## config.mk

```make
export PLATFORM = sky130hd
export DESIGN_NAME = i2c_clock_divider_search
export DESIGN_NICKNAME = d
export VERILOG_FILES = /design/src/hdl/i2cdiv_pkg.sv /design/src/hdl/i2c_clock_divider_search.sv
export SDC_FILE = /design/constraint.sdc
export NUM_CORES = 1
export LEC_CHECK = 0
export BUFFER_PORTS_ARGS = -buffer_cell sky130_fd_sc_hd__buf_4
export CAP_MARGIN = 25
export CORE_MARGIN = 4
export CORE_UTILIZATION = 61
export CTS_CLUSTER_SIZE = 10
export DETAILED_ROUTE_END_ITERATION = 6
export GPL_TIMING_DRIVEN = 0
export MAX_ROUTING_LAYER = met4
export PLACE_DENSITY = 0.92
export SETUP_SLACK_MARGIN = 0.4
export SLEW_MARGIN = 0
export SYNTH_ARGS = -nofsm -noshare
export SYNTH_HDL_FRONTEND = slang
export SYNTH_SLANG_ARGS = --single-unit
```

## constraint.sdc

```tcl
create_clock -name clk -period 6.8 [get_ports clk]
set_input_delay 1.36 -clock clk [delete_from_list [all_inputs] [get_ports clk]]
set_output_delay 1.36 -clock clk [all_outputs]
set_load 0.1 [all_outputs]
```

## src/hdl/i2cdiv_pkg.sv

```systemverilog
// i2cdiv_pkg: constants, sequencer states and the divisor table for the
// bus clock divider search. No dependencies; used by i2c_clock_divider_search.

package i2cdiv_pkg;

	// search space
	localparam int M_STEPS = 16;
	localparam int N_STEPS = 8;

	// field widths
	localparam int CLK_W  = 32;
	localparam int M_W    = 4;
	localparam int N_W    = 3;
	localparam int WORD_W = M_W + N_W;
	localparam int DIV_W  = 15;               // 10 * 16 * 2^7 = 20480 fits
	localparam int CNT_W  = $clog2(CLK_W);

	localparam logic [CLK_W-1:0] CLOCK_RESET = 32'd100000000;
	localparam int               BASE_DIV    = 10;
	localparam logic [M_W-1:0]   DEFAULT_M   = 4'd5;
	localparam logic [N_W-1:0]   DEFAULT_N   = 3'd0;

	localparam logic [M_W-1:0]   M_LAST   = M_W'(M_STEPS - 1);
	localparam logic [N_W-1:0]   N_LAST   = N_W'(N_STEPS - 1);
	localparam logic [CNT_W-1:0] CNT_LAST = CNT_W'(CLK_W - 1);

	typedef enum logic [2:0] {
		ST_IDLE,
		ST_LOAD,
		ST_DIV,
		ST_EVAL,
		ST_FIN
	} state_t;

	// linear part of the divisor: 10 * (m + 1)
	function automatic logic [DIV_W-1:0] base_divisor(input logic [M_W-1:0] m);
		return DIV_W'(BASE_DIV * (int'(m) + 1));
	endfunction

endpackage

```

## src/hdl/i2c_clock_divider_search.sv

```systemverilog
// i2c_clock_divider_search: picks the prescaler pair whose bus clock is the
// closest one not above the request. Depends on i2cdiv_pkg.
//
//  channel   dir  beat content
//  s_axis    in   tdata[31:0] target_rate_hz
//  m_axis    out  tdata[15:0] divider_word, divider_m, divider_n, no_fit
//  cfg_wr    in   cfg_wr_data[31:0] input_clock_hz
//
// 128 candidates, each one pass through a shared restoring divider
// (load state, quotient-bit states, compare state), then a finish state that
// waits until the output register is free. s_axis_tready is high only while
// the sequencer is idle.
// A finished result waits in the output register; a new item may be taken meanwhile.
// arst_n clears the sequencer, output valid and sets input_clock_hz to 100 MHz.

module i2c_clock_divider_search (
	input  logic        clk,
	input  logic        arst_n,
	input  logic        s_axis_tvalid,
	output logic        s_axis_tready,
	input  logic [31:0] s_axis_tdata,   // [31:0] target_rate_hz
	output logic        m_axis_tvalid,
	input  logic        m_axis_tready,
	output logic [15:0] m_axis_tdata,   // [6:0] divider_word, [10:7] divider_m,
	                                    // [13:11] divider_n, [14] no_fit, [15] zero
	input  logic        cfg_wr_en,
	input  logic [31:0] cfg_wr_data     // [31:0] input_clock_hz
);

	i2cdiv_pkg::state_t state_q, state_d;

	logic [i2cdiv_pkg::CLK_W-1:0] clk_hz_q;
	logic [i2cdiv_pkg::CLK_W-1:0] target_q;
	logic [i2cdiv_pkg::M_W-1:0]   m_q;
	logic [i2cdiv_pkg::N_W-1:0]   n_q;
	logic [i2cdiv_pkg::CNT_W-1:0] cnt_q;
	logic [i2cdiv_pkg::DIV_W-1:0] divisor_q;
	logic [i2cdiv_pkg::DIV_W-1:0] rem_q;
	logic [i2cdiv_pkg::CLK_W-1:0] quo_q;
	logic                         found_q;
	logic [i2cdiv_pkg::CLK_W-1:0] best_q;
	logic [i2cdiv_pkg::M_W-1:0]   sel_m_q;
	logic [i2cdiv_pkg::N_W-1:0]   sel_n_q;
	logic                         out_valid_q;
	logic [15:0]                  out_data_q;

	logic accept, last_cand, out_load;

	// divider step
	logic [i2cdiv_pkg::DIV_W:0]   trial;
	logic [i2cdiv_pkg::DIV_W:0]   trial_diff;
	logic                         trial_ge;

	// candidate compare
	logic [i2cdiv_pkg::CLK_W:0]   gap_full;
	logic                         fits;
	logic                         better;

	assign accept    = s_axis_tvalid && s_axis_tready;
	assign last_cand = (m_q == i2cdiv_pkg::M_LAST) && (n_q == i2cdiv_pkg::N_LAST);

	assign trial      = {rem_q, quo_q[i2cdiv_pkg::CLK_W-1]};
	assign trial_diff = trial - {1'b0, divisor_q};
	assign trial_ge   = !trial_diff[i2cdiv_pkg::DIV_W];

	assign gap_full = {1'b0, target_q} - {1'b0, quo_q};
	assign fits     = !gap_full[i2cdiv_pkg::CLK_W];
	assign better   = fits && (!found_q || (gap_full[i2cdiv_pkg::CLK_W-1:0] < best_q));

	// state register
	always_ff @(posedge clk or negedge arst_n) begin
		if (!arst_n) begin
			state_q <= i2cdiv_pkg::ST_IDLE;
		end else begin
			state_q <= state_d;
		end
	end

	// next state and handshake
	always_comb begin
		state_d       = state_q;
		s_axis_tready = 1'b0;
		out_load      = 1'b0;
		case (state_q)
			i2cdiv_pkg::ST_IDLE: begin
				s_axis_tready = 1'b1;
				if (s_axis_tvalid) state_d = i2cdiv_pkg::ST_LOAD;
			end
			i2cdiv_pkg::ST_LOAD: begin
				state_d = i2cdiv_pkg::ST_DIV;
			end
			i2cdiv_pkg::ST_DIV: begin
				if (cnt_q == i2cdiv_pkg::CNT_LAST) state_d = i2cdiv_pkg::ST_EVAL;
			end
			i2cdiv_pkg::ST_EVAL: begin
				state_d = last_cand ? i2cdiv_pkg::ST_FIN : i2cdiv_pkg::ST_LOAD;
			end
			i2cdiv_pkg::ST_FIN: begin
				if (!out_valid_q || m_axis_tready) begin
					out_load = 1'b1;
					state_d  = i2cdiv_pkg::ST_IDLE;
				end
			end
			default: begin
				state_d = i2cdiv_pkg::ST_IDLE;
			end
		endcase
	end

	// configuration register
	always_ff @(posedge clk or negedge arst_n) begin
		if (!arst_n) begin
			clk_hz_q <= i2cdiv_pkg::CLOCK_RESET;
		end else if (cfg_wr_en) begin
			clk_hz_q <= cfg_wr_data;
		end
	end

	// search counters and best-so-far
	always_ff @(posedge clk or negedge arst_n) begin
		if (!arst_n) begin
			m_q     <= '0;
			n_q     <= '0;
			cnt_q   <= '0;
			found_q <= 1'b0;
		end else begin
			case (state_q)
				i2cdiv_pkg::ST_IDLE: begin
					if (accept) begin
						m_q     <= '0;
						n_q     <= '0;
						found_q <= 1'b0;
					end
				end
				i2cdiv_pkg::ST_LOAD: begin
					cnt_q <= '0;
				end
				i2cdiv_pkg::ST_DIV: begin
					cnt_q <= cnt_q + 1'b1;
				end
				i2cdiv_pkg::ST_EVAL: begin
					if (better) found_q <= 1'b1;
					// m inner, n outer
					if (m_q == i2cdiv_pkg::M_LAST) begin
						m_q <= '0;
						n_q <= n_q + 1'b1;
					end else begin
						m_q <= m_q + 1'b1;
					end
				end
				default: begin
				end
			endcase
		end
	end

	// datapath: shared restoring divider and candidate compare
	always_ff @(posedge clk) begin
		case (state_q)
			i2cdiv_pkg::ST_IDLE: begin
				if (accept) target_q <= s_axis_tdata;
			end
			i2cdiv_pkg::ST_LOAD: begin
				divisor_q <= i2cdiv_pkg::base_divisor(m_q) << n_q;
				rem_q     <= '0;
				quo_q     <= clk_hz_q;
			end
			i2cdiv_pkg::ST_DIV: begin
				if (trial_ge) begin
					rem_q <= trial_diff[i2cdiv_pkg::DIV_W-1:0];
				end else begin
					rem_q <= trial[i2cdiv_pkg::DIV_W-1:0];
				end
				quo_q <= {quo_q[i2cdiv_pkg::CLK_W-2:0], trial_ge};
			end
			i2cdiv_pkg::ST_EVAL: begin
				if (better) begin
					best_q  <= gap_full[i2cdiv_pkg::CLK_W-1:0];
					sel_m_q <= m_q;
					sel_n_q <= n_q;
				end
			end
			default: begin
			end
		endcase
	end

	// output register
	always_ff @(posedge clk or negedge arst_n) begin
		if (!arst_n) begin
			out_valid_q <= 1'b0;
		end else if (out_load) begin
			out_valid_q <= 1'b1;
		end else if (m_axis_tready) begin
			out_valid_q <= 1'b0;
		end
	end

	always_ff @(posedge clk) begin
		if (out_load) begin
			if (found_q) begin
				out_data_q <= {1'b0, 1'b0, sel_n_q, sel_m_q, sel_m_q, sel_n_q};
			end else begin
				out_data_q <= {1'b0, 1'b1, i2cdiv_pkg::DEFAULT_N, i2cdiv_pkg::DEFAULT_M,
				               i2cdiv_pkg::DEFAULT_M, i2cdiv_pkg::DEFAULT_N};
			end
		end
	end

	assign m_axis_tvalid = out_valid_q;
	assign m_axis_tdata  = out_data_q;

	// remainder stays below the divisor once the divider runs
	a_rem_bound: assert property (@(posedge clk) disable iff (!arst_n)
		state_q == i2cdiv_pkg::ST_DIV |-> rem_q < divisor_q)
		else $error("divider remainder not below divisor");

	// an accepted beat always starts a candidate load
	a_accept_load: assert property (@(posedge clk) disable iff (!arst_n)
		accept |=> state_q == i2cdiv_pkg::ST_LOAD && m_q == '0 && n_q == '0)
		else $error("search did not start at the first pair");

	// a result is never overwritten while it waits
	a_no_overwrite: assert property (@(posedge clk) disable iff (!arst_n)
		out_load |-> !out_valid_q || m_axis_tready)
		else $error("pending result overwritten");

	// packed word agrees with the separate fields
	a_word_match: assert property (@(posedge clk) disable iff (!arst_n)
		m_axis_tvalid |-> m_axis_tdata[6:0] == {m_axis_tdata[10:7], m_axis_tdata[13:11]})
		else $error("divider word does not match m and n");

	// no fit gives the default pair
	a_default_pair: assert property (@(posedge clk) disable iff (!arst_n)
		m_axis_tvalid && m_axis_tdata[14] |->
			m_axis_tdata[10:7] == i2cdiv_pkg::DEFAULT_M &&
			m_axis_tdata[13:11] == i2cdiv_pkg::DEFAULT_N)
		else $error("no-fit result without default pair");

endmodule
```

Word level (Yosys, flattened, before mapping)
Index checks and enable logic that the tools add are counted.
Storage, ports and cells
  register bits: 198
  logic and storage cells: 81
  bits of input ports: 69
  output and inout bits: 18
Cells by class
  magnitude comparators: 1
  equality and inequality tests: 13
  reductions and logical operators: 19
  add/sub/neg operators: 6
  shift-type cells: 1
  multiplexer cells: 24
  $mul: 1
Operator list (number)
  32-bit case mux with 2 select lines: 1
  32-bit by 32-bit subtractor with 33-bit output: 1
  32-bit < comparator: 1
  15-bit 2-to-1 mux: 2
  15-bit case mux with 2 select lines: 1
  3-bit 2-to-1 mux: 6
  16-bit by 15-bit subtractor with 16-bit output: 1
  3-bit case mux with 5 select lines: 1
  9-bit by 3-bit left shift with 15-bit output: 1
  2-bit != test (second input constant): 6
  5-bit case mux with 2 select lines: 1
  3-bit AND reduction: 3
  3-bit by 5-bit multiplier with 8-bit output (first input constant): 1
  4-bit 2-to-1 mux: 2
  4-bit case mux with 2 select lines: 1
  1-bit 2-to-1 mux: 7
  3-bit by 2-bit == test with 1-bit output (second input constant): 2
  3-bit == test (second input constant): 2
  3-bit case mux with 2 select lines: 1
  2-bit AND reduction: 3
  2-bit nonzero test: 3
  4-bit by 1-bit adder with 5-bit output (second input constant): 1
  5-bit by 1-bit adder with 5-bit output (second input constant): 1
  5-bit == test (second input constant): 1
  9 further kinds: 15

Depth between registers and ports, before layout
  depth after elaboration: 6
  depth in mapped cells: 21
  mapped depth without buffers: 21

Least setup slack after synthesis
Ideal clock, no wire load.
  path type: register to register
  from: reg target_q[0] (netlist name)
  to: reg best_q[0] (netlist name), enable pin
  data required time: 6.352 ns
  buffers on the path: 0
  library setup time: 0.448 ns
  cell stages (with the launch flop): 22
  period minus slack after synthesis: 5.873 ns
  arrival: 5.425 ns
  path slack: 0.927 ns
  cells stage by stage: edfxtp_1 > inv_1 > ha_1 > inv_1 > fa_1 > a21oi_1 > nor2_1 > o31a_1 > o21ai_1 > a2111o_1 > a21oi_1 > nor3b_1 > xnor2_1 > ha_1 > a21o_1 > a21o_1 > a21oi_1 > o21ai_0 > a21oi_1 > a21boi_0 > a41oi_1 > a21oi_1
Between the ends
  longest elaborated chain between the ends: 5
  elaborated cells between the ends (all ways): 6
  those cells by class: 1 x add/sub; 1 x order compare; 4 x reduce/logical
Ends and longest elaborated chain
  from (decl): line i2c_clock_divider_search.sv:33  | logic [i2cdiv_pkg::CLK_W-1:0] target_q;
  from (signal assigned): line i2c_clock_divider_search.sv:161  | if (accept) target_q <= s_axis_tdata;
  32-bit by 32-bit subtractor with 33-bit output: line i2c_clock_divider_search.sv:66  | assign gap_full = {1'b0, target_q} - {1'b0, quo_q};
  net gap_full, one bit: line i2c_clock_divider_search.sv:55  | logic [i2cdiv_pkg::CLK_W:0] gap_full;
  32-bit < comparator: line i2c_clock_divider_search.sv:68  | assign better = fits && (!found_q || (gap_full[i2cdiv_pkg::CLK_W-1:0] < best_q));
  1-bit logical OR: line i2c_clock_divider_search.sv:68
  1-bit logical AND: line i2c_clock_divider_search.sv:68
  2-bit AND reduction (no source line)
  to (signal assigned): line i2c_clock_divider_search.sv:178  | best_q <= gap_full[i2cdiv_pkg::CLK_W-1:0];
  to (decl): line i2c_clock_divider_search.sv:41  | logic [i2cdiv_pkg::CLK_W-1:0] best_q;
The timed path passes the listed nets, and every way through them passes these cells.
A chain may end at the register's enable or synchronous reset.

Worst setup path after layout
  from: reg target_q[0] (netlist name)
  to: reg best_q[13] (netlist name), enable pin
Same word-level chain as after synthesis.

==> impl_metrics.toml <==
[timing]
fin_tns_setup_ns = 0
relSlewSlack_pct = 47.8
setup_viol = 0
clock_skew_ns = 0.0137
period_share_pct = 83.7
slew_violations = 0
max_freq_mhz = 176
holdWs_ns = 0.501
min_period_ns = 5.69
rsz0062_at_grt = "no"
tightestPinTransition_ns = 0.779
hold_violations = 0
worst_slack_ns = 1.11

[flow_run]
cap_violations = 0

[setup_path]
cp.arrival_ns = 5.83
cp-start-kind = "register"
critPathSlowestCell = "nor3b_1"
worstPathRequired_ns = 6.94
path_class = "reg2reg"
rrSetupSlack_ns = 1.11
crit_path_end_kind = "register"
cp_cell_sequence = "inv_1 > ha_1 > inv_1 > fa_1 > a21oi_1 > nor2_1 > o31a_1 > o21ai_1 > a2111o_1 > a21oi_1 > nor3b_1 > xnor2_1 > ha_1 > a21o_1 > a21o_1 > a21oi_1 > o21ai_0 > a21oi_1 > a21boi_0 > a41oi_1 > a21oi_4 > buf_16"
worstPathMaxFanout = 25
slowest_delay_ns = 0.59
startpoint = "target_q[0]"
r2r_start = "target_q[0]"
cp_common_cell = "a21oi_1"

[layout]
syn_to_final_growth_pct = 15.4
nets = 1239
drive_gt1_share_pct = 17.3
utilization_pct = 72.4
n_antenna_cell = 0

[yosys]
synth-edff-count = 140
syn-num-nets = 1129
postSynthCellCount = 969
yosys_register_bits = 189
syn_area_um2 = 10500
ys_seq_area_share_pct = 51.8
async_reset_ff_share_pct = 25.9
yosysWarnings = 0
syn_area_per_cell_um2 = 10.9
ys.flop_type = "edfxtp_1"
synthDistinctLibCells = 67

[cts]
cts.htree.levels = 4
cts_made_buffers = 17
ctsHoldBuffers = 0
cts_root_buffer = "clkbuf_16"
ctsResizeCount = 0
clock-sinks = 189
clkTransAtPathRegs_ns = 0.07
clk_path_buf_depth = 2
postCtsSetupBuffers = 0
clk_latency_ns = 0.44
cts_tree = "built"

[die]
rows = 47
die-area_um2 = 19400
chipWidth_um = 139
start_util_pct = 62.8
die_h_um = 139
top_level_ports = 87
core_region_area_um2 = 16800

[grt]
track_usage_pct = 26.0
grt_overflow_total = 0
first_global_vias = 8044
grt_antenna_before_repair = 0
grt_max_degree = 50
grt_first_pass_wirelength_um = 39400

[placed_design]
place.gp.congestion = 0.892
port-buffer-count = 84
dp_hpwl_um = 17200
pre_cts_slack_ns = 1.29

[hold_path]
hold_start = "sel_m_q[2]"
hold_path_class = "reg2reg"

[detailed_routing]
first_pass_iters = 6
drt_iter0_markers = 782
via_count = 7893
wl_um = 24200
drcViolationCount = 0
wire_per_inst_um = 18.5
viasPerCell = 6.02
drtAntennaViolNets = 0

[outcome]
run_status = "finished clean"

[power]
power_density_nw_per_um2 = 522
leakage_nw = 5.28
ir_drop_uv = 378
[cell usage after synthesis (6+ instances only)]
cell type / number / share of area, %
mux2i_1: 7 / 0.67
a21o_1: 20 / 1.4
edfxtp_1: 140 / 40
and2_1: 12 / 0.71
buf_4: 8 / 0.57
ha_1: 89 / 11
dfrtp_1: 37 / 8.8
nor2_1: 52 / 1.9
clkbuf_1: 22 / 0.78
a211oi_1: 6 / 0.43
nor2b_1: 6 / 0.36
o21a_1: 13 / 0.93
o21ai_0: 80 / 3.8
xnor2_1: 27 / 2.2
a21oi_1: 51 / 2.4
xor2_1: 12 / 1.0
nand3_1: 23 / 1.1
nand4_1: 7 / 0.42
a31oi_1: 10 / 0.59
mux2_2: 35 / 3.7
a22o_1: 6 / 0.50
nand2b_1: 12 / 0.71
dfstp_2: 12 / 3.0
nor3_1: 12 / 0.57
nand2_1: 91 / 3.2
inv_1: 98 / 3.5
[critical path, delay by kind of cell, from the launching register on]
family                     cells  cell delay (ns)
adders and majority gates      3             0.80
AOI/OAI and AO/OA             13             2.89
DFF                            1             0.36
xor gates and xnor gates       1             0.25
buffers and inverters          3             0.38
and+or+nand+nor                2             0.69
[state kept, by name, indices dropped and copies added (netlist names)]
signal         count
sel_m_q            4
clk_hz_q          32
quo_q             32
sel_n_q            3
m_q                4
n_q                3
divisor_q         14
m_axis_tdata       8
rem_q             15
found_q            1
cnt_q              5
best_q            32
target_q          32
state_q            3
m_axis_tvalid      1
[layout by cell type, fill, tap and decap left out, types with 7 or more instances in the layout]
cell,Yosys,layout
o21a_1,13,13
a31oi_1,10,10
clkbuf_1,22,24
nand2b_1,12,12
nand4_1,7,7
xor2_1,12,12
dfrtp_1,37,37
o21ai_0,80,80
clkbuf_16,0,17
nand2_1,91,91
edfxtp_1,140,140
a21o_1,20,20
xnor2_1,27,27
buf_4,8,92
a21oi_1,51,50
nand3_1,23,23
and2_1,12,12
mux2_2,35,35
nor2_1,52,52
inv_1,98,97
dfstp_2,12,12
nor3_1,12,11
ha_1,89,89
mux2i_1,7,7
[stage by stage]
| stage | cells | power [mW] | instance area, µm² |
|---|---|---|---|
| finish | 1312 | 6.33 | 12100 |
| global route | 1312 | 6.77 | 12100 |
| CTS | 1312 | 6.28 | 12100 |
| detailed placement | 1280 | 5.21 | 11600 |
| global placement | 1273 | 4.92 | 11400 |
| floorplan | 969 | 4.32 | 10500 |
[kinds of logic after synthesis]
| kind of cell | share of synthesized area (%) |
|---|---|
| buffers and inverters | 5.23 |
| AND/OR/NAND/NOR | 11.1 |
| XOR/XNOR | 3.25 |
| flip-flops | 51.8 |
| multiplexers | 4.41 |
| AO/OA/AOI/OAI | 13.2 |
| adder cells (fa/ha/maj) | 11.0 |
| other | 0.0356 |
[layout make-up]
class | instances | area [µm²]
Buffer | 38 | 183
Multi-Input combinational cell | 644 | 4550
Fill cell | 1060 | 4620
Timing Repair Buffer | 91 | 742
Sequential cell | 189 | 5450
Clock inverter | 12 | 134
Inverter | 98 | 368
Tap cell | 220 | 275
Clock buffer | 20 | 447
[report_power, final]
group | leakage [nW] | internal (mW) | switching, mW
logic | 3.08 | 1.31 | 2.08
registers | 1.91 | 1.80 | 0.143
clock network | 0.282 | 0.556 | 0.445
total | 5.28 | 3.67 | 2.66
[per-layer routing]
metal,routed length (µm),GRT usage (%),up-vias
met3,1510,5.08,64
met5,0,-,-
li1,-,-,3687
met4,749,10.1,0
met1,9680,31.5,3789
met2,12300,43.1,353
[final timing paths]
check,endpoint,cells past startpoint
setup reg to reg,best_q[13],22
setup / recovery,best_q[13],22
max in group asynchronous,m_q[2],1
hold reg to reg,m_axis_tdata[9],1
hold / removal,m_axis_tdata[9],1
min in group asynchronous,clk_hz_q[12],1
No activity file was read; power rests on OpenSTA's default activity.
